--- config.mk ---
export PLATFORM = sky130hd
export DESIGN_NAME = atlas_rect_placer_top
export DESIGN_NICKNAME = d
export VERILOG_FILES = /design/src/design/arp_pkg.sv /design/src/design/arp_gcd.sv /design/src/design/arp_datapath.sv /design/src/design/arp_ctrl.sv /design/src/design/atlas_rect_placer_top.sv
export SDC_FILE = /design/constraint.sdc
export NUM_CORES = 2
export LEC_CHECK = 0
export ABC_AREA = 0
export CAP_MARGIN = 20
export CORE_MARGIN = 4
export CORE_UTILIZATION = 41
export CTS_BUF_LIST = sky130_fd_sc_hd__clkbuf_2 sky130_fd_sc_hd__clkbuf_4 sky130_fd_sc_hd__clkbuf_8
export DETAILED_ROUTE_END_ITERATION = 8
export DONT_BUFFER_PORTS = 1
export GPL_TIMING_DRIVEN = 0
export PLACE_DENSITY_LB_ADDON = 0.1
export SLEW_MARGIN = 20
export SYNTH_ARGS = -nofsm -noshare
export SYNTH_HDL_FRONTEND = slang
export SYNTH_HIERARCHICAL = 1
export SYNTH_SLANG_ARGS = --single-unit
--- constraint.sdc ---
create_clock -name clk -period 18.9 [get_ports clk]
set_input_delay 2.835 -clock clk [delete_from_list [all_inputs] [get_ports clk]]
set_output_delay 2.835 -clock clk [all_outputs]
set_load 0.1 [all_outputs]
--- src/design/arp_pkg.sv ---
// ----------------------------------------------------------------------------
// arp_pkg: shared types and constants for the atlas rectangle placer
// Status codes, field widths, controller/datapath command and status structs.
// ----------------------------------------------------------------------------
package arp_pkg;

    localparam int MAX_ENTRIES_DEF = 64;
    localparam int SIZE_W          = 15;
    localparam int POS_W           = 14;
    localparam logic [SIZE_W-1:0] ATLAS_LIMIT = 15'd16384;
    localparam logic [SIZE_W-1:0] ATLAS_RESET = 15'd4096;

    typedef enum logic [1:0] {
        ST_PLACED   = 2'd0,
        ST_NO_SPACE = 2'd1,
        ST_FULL     = 2'd2,
        ST_TOO_BIG  = 2'd3
    } status_t;

    // controller to datapath
    typedef struct packed {
        logic load;        // latch request, clear candidate
        logic rd_entry;    // issue stored-rect read at scan index
        logic chk_entry;   // compare registered entry with candidate
        logic next_entry;  // advance scan index
        logic jump_x;      // move x past the hit rectangle
        logic next_row;    // x to 0, y += step_y
        logic store;       // write candidate into table
        logic first;       // first rectangle: steps become its size
        logic gcd_start;   // start both gcd units
    } dp_cmd_t;

    // datapath to controller
    typedef struct packed {
        logic too_big;
        logic full;
        logic empty;
        logic entries_done; // scan index reached count
        logic hit;          // registered entry overlaps candidate
        logic x_over;       // x beyond max_x
        logic y_over;       // y beyond max_y
        logic jump_busy;    // x jump in progress
        logic gcd_busy;
    } dp_sts_t;

endpackage

--- src/design/arp_gcd.sv ---
// ----------------------------------------------------------------------------
// arp_gcd: iterative gcd unit
// Subtract-and-swap with one subtraction or swap per cycle while busy.
// ----------------------------------------------------------------------------
module arp_gcd (
    input  logic                      clk,
    input  logic                      rst_n,
    input  logic                      start,
    input  logic [arp_pkg::SIZE_W-1:0] a,
    input  logic [arp_pkg::SIZE_W-1:0] b,
    output logic                      busy,
    output logic [arp_pkg::SIZE_W-1:0] result
);
    logic [arp_pkg::SIZE_W-1:0] a_reg, b_reg;
    logic busy_reg;

    always_ff @(posedge clk or negedge rst_n)
    begin
        if (!rst_n)
        begin
            busy_reg <= 1'b0;
        end
        else if (start)
        begin
            busy_reg <= 1'b1;
        end
        else if (busy_reg && (b_reg == '0))
        begin
            busy_reg <= 1'b0;
        end
    end

    always_ff @(posedge clk)
    begin
        if (start)
        begin
            a_reg <= a;
            b_reg <= b;
        end
        else if (busy_reg && (b_reg != '0))
        begin
            if (a_reg >= b_reg)
            begin
                a_reg <= b_reg;
                b_reg <= a_reg - b_reg;
            end
            else
            begin
                a_reg <= b_reg;
                b_reg <= a_reg;
            end
        end
    end

    assign busy   = busy_reg;
    assign result = (a_reg == '0) ? {{(arp_pkg::SIZE_W-1){1'b0}}, 1'b1} : a_reg;
endmodule

--- src/design/arp_datapath.sv ---
// ----------------------------------------------------------------------------
// arp_datapath: candidate position, rectangle table and step registers
// Holds the stored rectangles in a memory and checks them one at a time.
// ----------------------------------------------------------------------------
module arp_datapath #(
    parameter int MAX_ENTRIES = arp_pkg::MAX_ENTRIES_DEF
) (
    input  logic                       clk,
    input  logic                       rst_n,
    input  logic                       cfg_we,
    input  logic [arp_pkg::SIZE_W-1:0] cfg_wdata,
    input  logic [arp_pkg::SIZE_W-1:0] rect_width,
    input  logic [arp_pkg::SIZE_W-1:0] rect_height,
    input  arp_pkg::dp_cmd_t           cmd,
    output arp_pkg::dp_sts_t           sts,
    output logic [arp_pkg::POS_W-1:0]  cand_x,
    output logic [arp_pkg::POS_W-1:0]  cand_y
);
    localparam int IDX_W = (MAX_ENTRIES > 1) ? $clog2(MAX_ENTRIES) : 1;
    localparam int CNT_W = $clog2(MAX_ENTRIES + 1);
    localparam int SW    = arp_pkg::SIZE_W;
    localparam int PW    = arp_pkg::POS_W;
    localparam int EW    = 2 * PW + 2 * SW;

    logic [SW-1:0] atlas_reg;
    logic [SW-1:0] w_reg, h_reg, eff_reg;
    logic [SW-1:0] step_x_reg, step_y_reg;
    logic [SW-1:0] step_x_next, step_y_next;
    logic [CNT_W-1:0] count_reg, idx_reg;
    logic [SW:0] x_reg, y_reg;          // one spare bit so stepping past max shows
    logic [EW-1:0] mem [MAX_ENTRIES];
    logic [EW-1:0] ent_reg;
    logic hit_reg;
    logic [SW:0] edge_reg;
    logic jump_busy_reg;
    logic g_pend_reg;
    logic gcd_done;

    logic [SW-1:0] eff_size;
    logic [PW-1:0] ex, ey;
    logic [SW-1:0] ew, eh;
    logic [SW:0] ex_end, ey_end, cx_end, cy_end;
    logic overlap;
    logic gx_busy, gy_busy;
    logic [SW-1:0] gx_res, gy_res;

    assign eff_size = (atlas_reg > arp_pkg::ATLAS_LIMIT) ? arp_pkg::ATLAS_LIMIT : atlas_reg;
    assign {ex, ey, ew, eh} = ent_reg;
    assign ex_end = {2'b0, ex} + {1'b0, ew};
    assign ey_end = {2'b0, ey} + {1'b0, eh};
    assign cx_end = x_reg + {1'b0, w_reg};
    assign cy_end = y_reg + {1'b0, h_reg};
    assign overlap = (x_reg < ex_end) && ({2'b0, ex} < cx_end)
                  && (y_reg < ey_end) && ({2'b0, ey} < cy_end);

    // gcd results fold back into the steps once both units finish
    assign gcd_done = g_pend_reg && !gx_busy && !gy_busy;

    always_comb
    begin
        step_x_next = step_x_reg;
        step_y_next = step_y_reg;
        if (gcd_done)
        begin
            step_x_next = gx_res;
            step_y_next = gy_res;
        end
    end

    always_ff @(posedge clk or negedge rst_n)
    begin
        if (!rst_n)
        begin
            atlas_reg     <= arp_pkg::ATLAS_RESET;
            count_reg     <= '0;
            step_x_reg    <= {{(SW-1){1'b0}}, 1'b1};
            step_y_reg    <= {{(SW-1){1'b0}}, 1'b1};
            jump_busy_reg <= 1'b0;
        end
        else
        begin
            if (cfg_we)
            begin
                atlas_reg <= cfg_wdata;
            end
            if (cmd.store)
            begin
                count_reg <= count_reg + 1'b1;
            end
            if (cmd.first)
            begin
                step_x_reg <= w_reg;
                step_y_reg <= h_reg;
            end
            else
            begin
                step_x_reg <= step_x_next;
                step_y_reg <= step_y_next;
            end
            if (cmd.jump_x)
            begin
                jump_busy_reg <= 1'b1;
            end
            else if (jump_busy_reg && (x_reg >= edge_reg || x_reg > {1'b0, eff_reg - w_reg}))
            begin
                jump_busy_reg <= 1'b0;
            end
        end
    end

    always_ff @(posedge clk or negedge rst_n)
    begin
        if (!rst_n)
        begin
            g_pend_reg <= 1'b0;
        end
        else if (cmd.gcd_start)
        begin
            g_pend_reg <= 1'b1;
        end
        else if (gcd_done)
        begin
            g_pend_reg <= 1'b0;
        end
    end

    // datapath registers without reset
    always_ff @(posedge clk)
    begin
        if (cmd.load)
        begin
            w_reg   <= rect_width;
            h_reg   <= rect_height;
            eff_reg <= eff_size;
            x_reg   <= '0;
            y_reg   <= '0;
            idx_reg <= '0;
        end
        else
        begin
            if (cmd.next_entry)
            begin
                idx_reg <= idx_reg + 1'b1;
            end
            if (cmd.jump_x)
            begin
                edge_reg <= ex_end;
                idx_reg  <= '0;
            end
            else if (jump_busy_reg && !(x_reg >= edge_reg || x_reg > {1'b0, eff_reg - w_reg}))
            begin
                x_reg <= x_reg + {1'b0, step_x_reg};
            end
            if (cmd.next_row)
            begin
                x_reg   <= '0;
                y_reg   <= y_reg + {1'b0, step_y_reg};
                idx_reg <= '0;
            end
        end
        if (cmd.rd_entry)
        begin
            ent_reg <= mem[idx_reg[IDX_W-1:0]];
        end
        if (cmd.chk_entry)
        begin
            hit_reg <= overlap;
        end
        if (cmd.store)
        begin
            mem[count_reg[IDX_W-1:0]] <= {x_reg[PW-1:0], y_reg[PW-1:0], w_reg, h_reg};
        end
    end

    arp_gcd u_gcd_x (
        .clk    (clk),
        .rst_n  (rst_n),
        .start  (cmd.gcd_start),
        .a      (step_x_reg),
        .b      (w_reg),
        .busy   (gx_busy),
        .result (gx_res)
    );

    arp_gcd u_gcd_y (
        .clk    (clk),
        .rst_n  (rst_n),
        .start  (cmd.gcd_start),
        .a      (step_y_reg),
        .b      (h_reg),
        .busy   (gy_busy),
        .result (gy_res)
    );

    assign sts.too_big      = (w_reg == '0) || (h_reg == '0) || (w_reg > eff_reg)
                            || (h_reg > eff_reg);
    assign sts.full         = (count_reg >= CNT_W'(MAX_ENTRIES));
    assign sts.empty        = (count_reg == '0);
    assign sts.entries_done = (idx_reg >= count_reg);
    assign sts.hit          = hit_reg;
    assign sts.x_over       = x_reg > {1'b0, eff_reg - w_reg};
    assign sts.y_over       = y_reg > {1'b0, eff_reg - h_reg};
    assign sts.jump_busy    = jump_busy_reg || cmd.jump_x;
    assign sts.gcd_busy     = g_pend_reg || cmd.gcd_start;

    assign cand_x = x_reg[PW-1:0];
    assign cand_y = y_reg[PW-1:0];
endmodule

--- src/design/arp_ctrl.sv ---
// ----------------------------------------------------------------------------
// arp_ctrl: placement sequencer
// Steps the grid scan, entry checks, store and step update for one request.
// ----------------------------------------------------------------------------
module arp_ctrl (
    input  logic                      clk,
    input  logic                      rst_n,
    input  logic                      in_valid,
    output logic                      in_ready,
    output logic                      out_valid,
    input  logic                      out_ready,
    input  arp_pkg::dp_sts_t          sts,
    input  logic [arp_pkg::POS_W-1:0] cand_x,
    input  logic [arp_pkg::POS_W-1:0] cand_y,
    output arp_pkg::dp_cmd_t          cmd,
    output logic [1:0]                status,
    output logic [arp_pkg::POS_W-1:0] offset_x,
    output logic [arp_pkg::POS_W-1:0] offset_y
);
    typedef enum logic [3:0] {
        S_IDLE, S_CHECK, S_POS, S_READ, S_CMP, S_EVAL, S_JUMP, S_GCD, S_OUT
    } state_t;

    state_t state_reg, state_next;
    logic out_valid_reg;
    logic [1:0] status_reg, status_next;
    logic [arp_pkg::POS_W-1:0] ox_reg, oy_reg, ox_next, oy_next;

    always_comb
    begin
        state_next  = state_reg;
        cmd         = '0;
        status_next = status_reg;
        ox_next     = ox_reg;
        oy_next     = oy_reg;
        unique case (state_reg)
            S_IDLE:
            begin
                if (in_valid && !out_valid_reg)
                begin
                    cmd.load   = 1'b1;
                    state_next = S_CHECK;
                end
            end
            S_CHECK:
            begin
                ox_next = '0;
                oy_next = '0;
                priority if (sts.too_big)
                begin
                    status_next = arp_pkg::ST_TOO_BIG;
                    state_next  = S_OUT;
                end
                else if (sts.full)
                begin
                    status_next = arp_pkg::ST_FULL;
                    state_next  = S_OUT;
                end
                else if (sts.empty)
                begin
                    cmd.store   = 1'b1;
                    cmd.first   = 1'b1;
                    status_next = arp_pkg::ST_PLACED;
                    state_next  = S_OUT;
                end
                else
                begin
                    state_next = S_POS;
                end
            end
            S_POS:
            begin
                priority if (sts.y_over)
                begin
                    status_next = arp_pkg::ST_NO_SPACE;
                    state_next  = S_OUT;
                end
                else if (sts.x_over)
                begin
                    cmd.next_row = 1'b1;
                end
                else
                begin
                    state_next = S_READ;
                end
            end
            S_READ:
            begin
                if (sts.entries_done)
                begin
                    cmd.store   = 1'b1;
                    cmd.gcd_start = 1'b1;
                    status_next = arp_pkg::ST_PLACED;
                    ox_next     = cand_x;
                    oy_next     = cand_y;
                    state_next  = S_GCD;
                end
                else
                begin
                    cmd.rd_entry = 1'b1;
                    state_next   = S_CMP;
                end
            end
            S_CMP:
            begin
                cmd.chk_entry = 1'b1;
                state_next    = S_EVAL;
            end
            S_EVAL:
            begin
                if (sts.hit)
                begin
                    cmd.jump_x = 1'b1;
                    state_next = S_JUMP;
                end
                else
                begin
                    cmd.next_entry = 1'b1;
                    state_next     = S_READ;
                end
            end
            S_JUMP:
            begin
                if (!sts.jump_busy)
                begin
                    state_next = S_POS;
                end
            end
            S_GCD:
            begin
                if (!sts.gcd_busy)
                begin
                    state_next = S_OUT;
                end
            end
            S_OUT:
            begin
                state_next = S_IDLE;
            end
            default:
            begin
                state_next = S_IDLE;
            end
        endcase
    end

    always_ff @(posedge clk or negedge rst_n)
    begin
        if (!rst_n)
        begin
            state_reg     <= S_IDLE;
            out_valid_reg <= 1'b0;
            status_reg    <= '0;
            ox_reg        <= '0;
            oy_reg        <= '0;
        end
        else
        begin
            state_reg  <= state_next;
            status_reg <= status_next;
            ox_reg     <= ox_next;
            oy_reg     <= oy_next;
            if (state_reg == S_OUT)
            begin
                out_valid_reg <= 1'b1;
            end
            else if (out_ready)
            begin
                out_valid_reg <= 1'b0;
            end
        end
    end

    assign in_ready  = (state_reg == S_IDLE) && !out_valid_reg;
    assign out_valid = out_valid_reg;
    assign status    = status_reg;
    assign offset_x  = ox_reg;
    assign offset_y  = oy_reg;
endmodule

--- src/design/atlas_rect_placer_top.sv ---
// ----------------------------------------------------------------------------
// atlas_rect_placer_top: grid-scan rectangle placer for a square atlas
// Finds the first free grid position for each requested rectangle.
// ----------------------------------------------------------------------------
// Usage:
//   in channel (in_valid/in_ready) carries rect_width and rect_height.
//   out channel (out_valid/out_ready) returns status, offset_x, offset_y,
//   one result per request. cfg_we/cfg_wdata set the atlas edge length.
// Sequence: a rejected or first request goes from the check state
//   straight to the output state; otherwise the scan steps through
//   candidate positions, reads, compares and evaluates each stored
//   rectangle at each position, steps x past each hit rectangle, and
//   ends with the gcd step update. The entry-check loop over the
//   rectangle memory sets the rate; one request is in work at a time.
// Reset: table empty, steps one, atlas size 4096; no clearing pass.
// Stall: a result waits in the output register until out_ready; the
//   next request is not taken until it is transferred.
// ----------------------------------------------------------------------------
module atlas_rect_placer_top #(
    parameter int MAX_ENTRIES = arp_pkg::MAX_ENTRIES_DEF
) (
    input  logic                       clk,
    input  logic                       rst_n,
    input  logic                       cfg_we,
    input  logic [arp_pkg::SIZE_W-1:0] cfg_wdata,
    input  logic                       in_valid,
    output logic                       in_ready,
    input  logic [arp_pkg::SIZE_W-1:0] rect_width,
    input  logic [arp_pkg::SIZE_W-1:0] rect_height,
    output logic                       out_valid,
    input  logic                       out_ready,
    output logic [1:0]                 status,
    output logic [arp_pkg::POS_W-1:0]  offset_x,
    output logic [arp_pkg::POS_W-1:0]  offset_y
);
    arp_pkg::dp_cmd_t cmd;
    arp_pkg::dp_sts_t sts;
    logic [arp_pkg::POS_W-1:0] cand_x, cand_y;

    arp_ctrl u_ctrl (
        .clk       (clk),
        .rst_n     (rst_n),
        .in_valid  (in_valid),
        .in_ready  (in_ready),
        .out_valid (out_valid),
        .out_ready (out_ready),
        .sts       (sts),
        .cand_x    (cand_x),
        .cand_y    (cand_y),
        .cmd       (cmd),
        .status    (status),
        .offset_x  (offset_x),
        .offset_y  (offset_y)
    );

    arp_datapath #(.MAX_ENTRIES(MAX_ENTRIES)) u_dp (
        .clk         (clk),
        .rst_n       (rst_n),
        .cfg_we      (cfg_we),
        .cfg_wdata   (cfg_wdata),
        .rect_width  (rect_width),
        .rect_height (rect_height),
        .cmd         (cmd),
        .sts         (sts),
        .cand_x      (cand_x),
        .cand_y      (cand_y)
    );
endmodule

==> flow_summary.ini <==
[timing]
rsz0062_at_grt = false
report.final.setup_viol = 0
max_clock_freq_mhz = 116
timing.final.max_slew_violations = 0
timing.clock.skew_ns = 0.106
hold_violations = 0
final_min_period_over_clock_period_pct = 45.7
final.setup.tns_ns = 0
worstMarginPinSlew_ns = 1.46
period_needed_ns = 8.64
slew_headroom_pct = 2.98

[cells_and_area]
layout-drive-gt1-share_pct = 32.6
layout.nets = 9158
largest_register_ff_count = 3712
finish.cell_count_without_fillers = 14662
layout-area-overhead-vs-synth_pct = 18.4
finish.instance_area_um2 = 193000

[synth]
synth_top_cells_by_area = edfxtp_1 (72%), mux4_2 (16%), ha_1 (2.0%)
fraction_of_registers_with_async_set_reset_pct = 2.26
post_synth_num_cell_types = 91
post_synth_instance_area_um2 = 163000
synthesis.instances = 7707
post-synth-top-count-cell = edfxtp_1
ys_seq_elements = 4022
synthFlopType = edfxtp_1
synth_fp_nets = 8027
average_cell_area_after_synthesis_um2 = 21.1
synth-warning-count = 6
synth.top_cell.area_share_pct = 71.7
commonest_cells_post_synth = edfxtp_1 (3892), mux4_2 (1161), ha_1 (260), clkbuf_1 (233), nor2_1 (205)
largest_area_contributor_in_the_netlist = edfxtp_1
synth_edf_count = 3892
yosysSeqAreaShare_pct = 73.6

[floorplanning]
die_h_um = 638
io_pins = 82
dieArea_um2 = 407000
std_cell_rows = 231
fp.dieW_um = 638
placeableCoreArea_um2 = 396000
floorplan.initialDensity_pct = 41.2

[power]
power.switching_mw = 5.59
fin_total_pwr_mw = 20.8
power.share.switching_pct = 26.8
ir_drop_uv = 76.8
internal_power_mw = 15.3
clock_power_share_pct = 35.8
lkg_pwr_nw = 61.7
pwr-share-comb_pct = 13.5
power_frac_seq_pct = 50.7
power.density_nw_per_um2 = 108

[setup_path]
critical-path-slowest-cell = nor2_4
delay_of_the_slowest_critical_path_stage_ns = 0.93
crit_path_start_kind = flop
cp_top_family = buffers and inverters
timing.critical_path.required_ns = 19.79
timing.critical_path.buf_inv = 11
timing.critical_path.arrival_ns = 9.53
worst_path_most_repeated_cell = buf_2
setup.reg_to_reg.worst_slack_ns = 10.26
critical_path.max_fanout = 15
crit_path_cell_trace = clkbuf_1 > buf_2 > buf_2 > buf_2 > buf_2 > inv_1 > ha_1 > nand2b_1 > a21o_1 > a21o_1 > a21o_1 > a21oi_1 > nor2b_1 > o21ai_0 > nand2b_1 > and4_4 > buf_6 > o21bai_1 > clkbuf_1 > nand3_1 > nor2_4 > buf_16 > buf_16 > buf_16
endpoint_kind = flop
crit_type = reg -> reg

[grt]
global_route_wire_length_before_repair_um = 742000
grt_pass1_vias = 87322
grtUsageTotal_pct = 26.8
grt_remaining_overflow = 0
grt_max_degree = 92
grt_antenna_before_repair = 76

[placement]
gp_congestion = 0.869
dpl-instance-area_um2 = 180000
numPortBuffers = 0
dp.cells = 13409
dp_hpwl_um = 398000

[routing]
drt_pre_antenna_iters = 8
first_iter_violations = 11410
drc = 0
vias = 87811
wl_per_cell_um = 37.6
postRouteWirelength_um = 551000
antenna_violating_nets_post_route = 0
routed_via_density = 5.99

[clocking]
clockRootBuffer = clkbuf_8
hold_buffers = 0
tritoncts = done
clock_path_buffers = 4
clk-insertion-delay-late_ns = 1.25
path_clk_slew_ns = 0.06
cts_htree_levels = 6
cts-resized-gates = 0
clock_sinks = 4022
cts_setup_buffers = 0
cts_made_buffers = 665

[hold_path]
holdCritPathClass = reg -> reg

[run]
max_cap_violations = 0

[run_status]
run_status = finished clean
## metrics by stage
stage / hold slack, ns / utilization [%] / setup slack [ns]
5_1_grt: 0.545 / 48.7 / 10.08
6_report: 0.530 / 48.7 / 10.26
4_1_cts: 0.521 / 48.7 / 10.31
3_3_place_gp: 0.486 / 42.8 / -0.706
3_5_place_dp: 0.512 / 45.5 / 10.37
2_1_floorplan: 0.462 / - / 10.51
## worst register-to-register path, cell delays in order, from the launching register on
cell and delay (ns):
dfxtp_1 0.33, clkbuf_1 0.17, buf_2 0.47, buf_2 0.79
buf_2 0.55, buf_2 0.56, inv_1 0.10, ha_1 0.29
nand2b_1 0.11, a21o_1 0.12, a21o_1 0.12, a21o_1 0.13
a21oi_1 0.07, nor2b_1 0.10, o21ai_0 0.08, nand2b_1 0.48
and4_4 0.41, buf_6 0.26, o21bai_1 0.37, clkbuf_1 0.44
nand3_1 0.78, nor2_4 0.93, buf_16 0.24, buf_16 0.18
buf_16 0.19
## final cells by class
cell class | instances | area, um2
fillers | 32258 | 203000
flip-flops and latches | 4022 | 120000
multi-input cells | 3114 | 41100
clock buffers | 926 | 11200
repair buffers | 464 | 9750
well taps | 5242 | 6560
plain buffers | 413 | 1950
clock inverters | 261 | 1530
inverters | 158 | 593
diodes | 62 | 155
## power groups by stage
| stage | Combinational, mW | Sequential [mW] | Clock (mW) |
|---|---|---|---|
| global route | 3.02 | 10.6 | 8.04 |
| CTS | 2.81 | 10.6 | 7.62 |
| floorplan | 1.34 | 10.8 | 0 |
| detailed placement | 2.80 | 10.7 | 0 |
| global placement | 1.81 | 11.4 | 0 |
| finish | 2.82 | 10.6 | 7.46 |
## per-layer routing
metal  up-vias  part of all wire (%)  track usage, %
met1     48057                    41            37.4
met4        22                   3.8            9.79
li1      34788                     -               -
met3       847                   8.4            5.70
met2      4097                    47            41.6
met5         -                 0.029               0
## placed cells by master, fill, tap and decap left out, types with 41 or more instances in the layout
cell type | netlist | layout
a211oi_1 | 80 | 78
a21o_1 | 70 | 68
a21oi_1 | 168 | 153
buf_12 | 0 | 139
buf_16 | 0 | 187
buf_2 | 96 | 114
buf_4 | 34 | 62
buf_8 | 0 | 100
clkbuf_1 | 233 | 188
clkbuf_2 | 0 | 50
clkbuf_4 | 0 | 246
clkbuf_8 | 0 | 681
clkinv_1 | 0 | 159
clkinv_2 | 0 | 47
dfrtp_1 | 88 | 88
diode_2 | 0 | 62
edfxtp_1 | 3892 | 3892
ha_1 | 260 | 260
inv_1 | 157 | 157
mux2i_1 | 118 | 118
mux4_2 | 1161 | 1161
nand2_1 | 146 | 146
nand3_1 | 42 | 42
nor2_1 | 205 | 143
nor2_4 | 1 | 63
nor2b_1 | 98 | 97
nor3_1 | 44 | 41
o21ai_0 | 118 | 117
xnor2_1 | 65 | 65
xor2_1 | 59 | 59
## final timing paths
kind,cells after the start,start,to
max,24,u_dp/idx_reg[0],u_dp/mem[35][26]
min reg2reg,2,u_dp/idx_reg[6],u_dp/idx_reg[6]
min,2,u_dp/idx_reg[6],u_dp/idx_reg[6]
max reg2reg,24,u_dp/idx_reg[0],u_dp/mem[35][26]
max in group asynchronous,0,rst_n,u_dp/step_x_reg[0]
min in group asynchronous,0,rst_n,u_dp/count_reg[2]
## cells by family (layout without fill, tap and decap cells)
logic type	Yosys count	in the layout	synth area share (%)
compound gates	675	675	2.79
xor+xnor	124	124	0.667
fa+ha+maj	270	270	2.12
buf+inv	571	2222	1.50
flops	4022	4022	73.6
mux	1310	1310	17.0
other cells	0	62	0
simple gates	735	735	2.30
(Power assumes the default switching activity.)
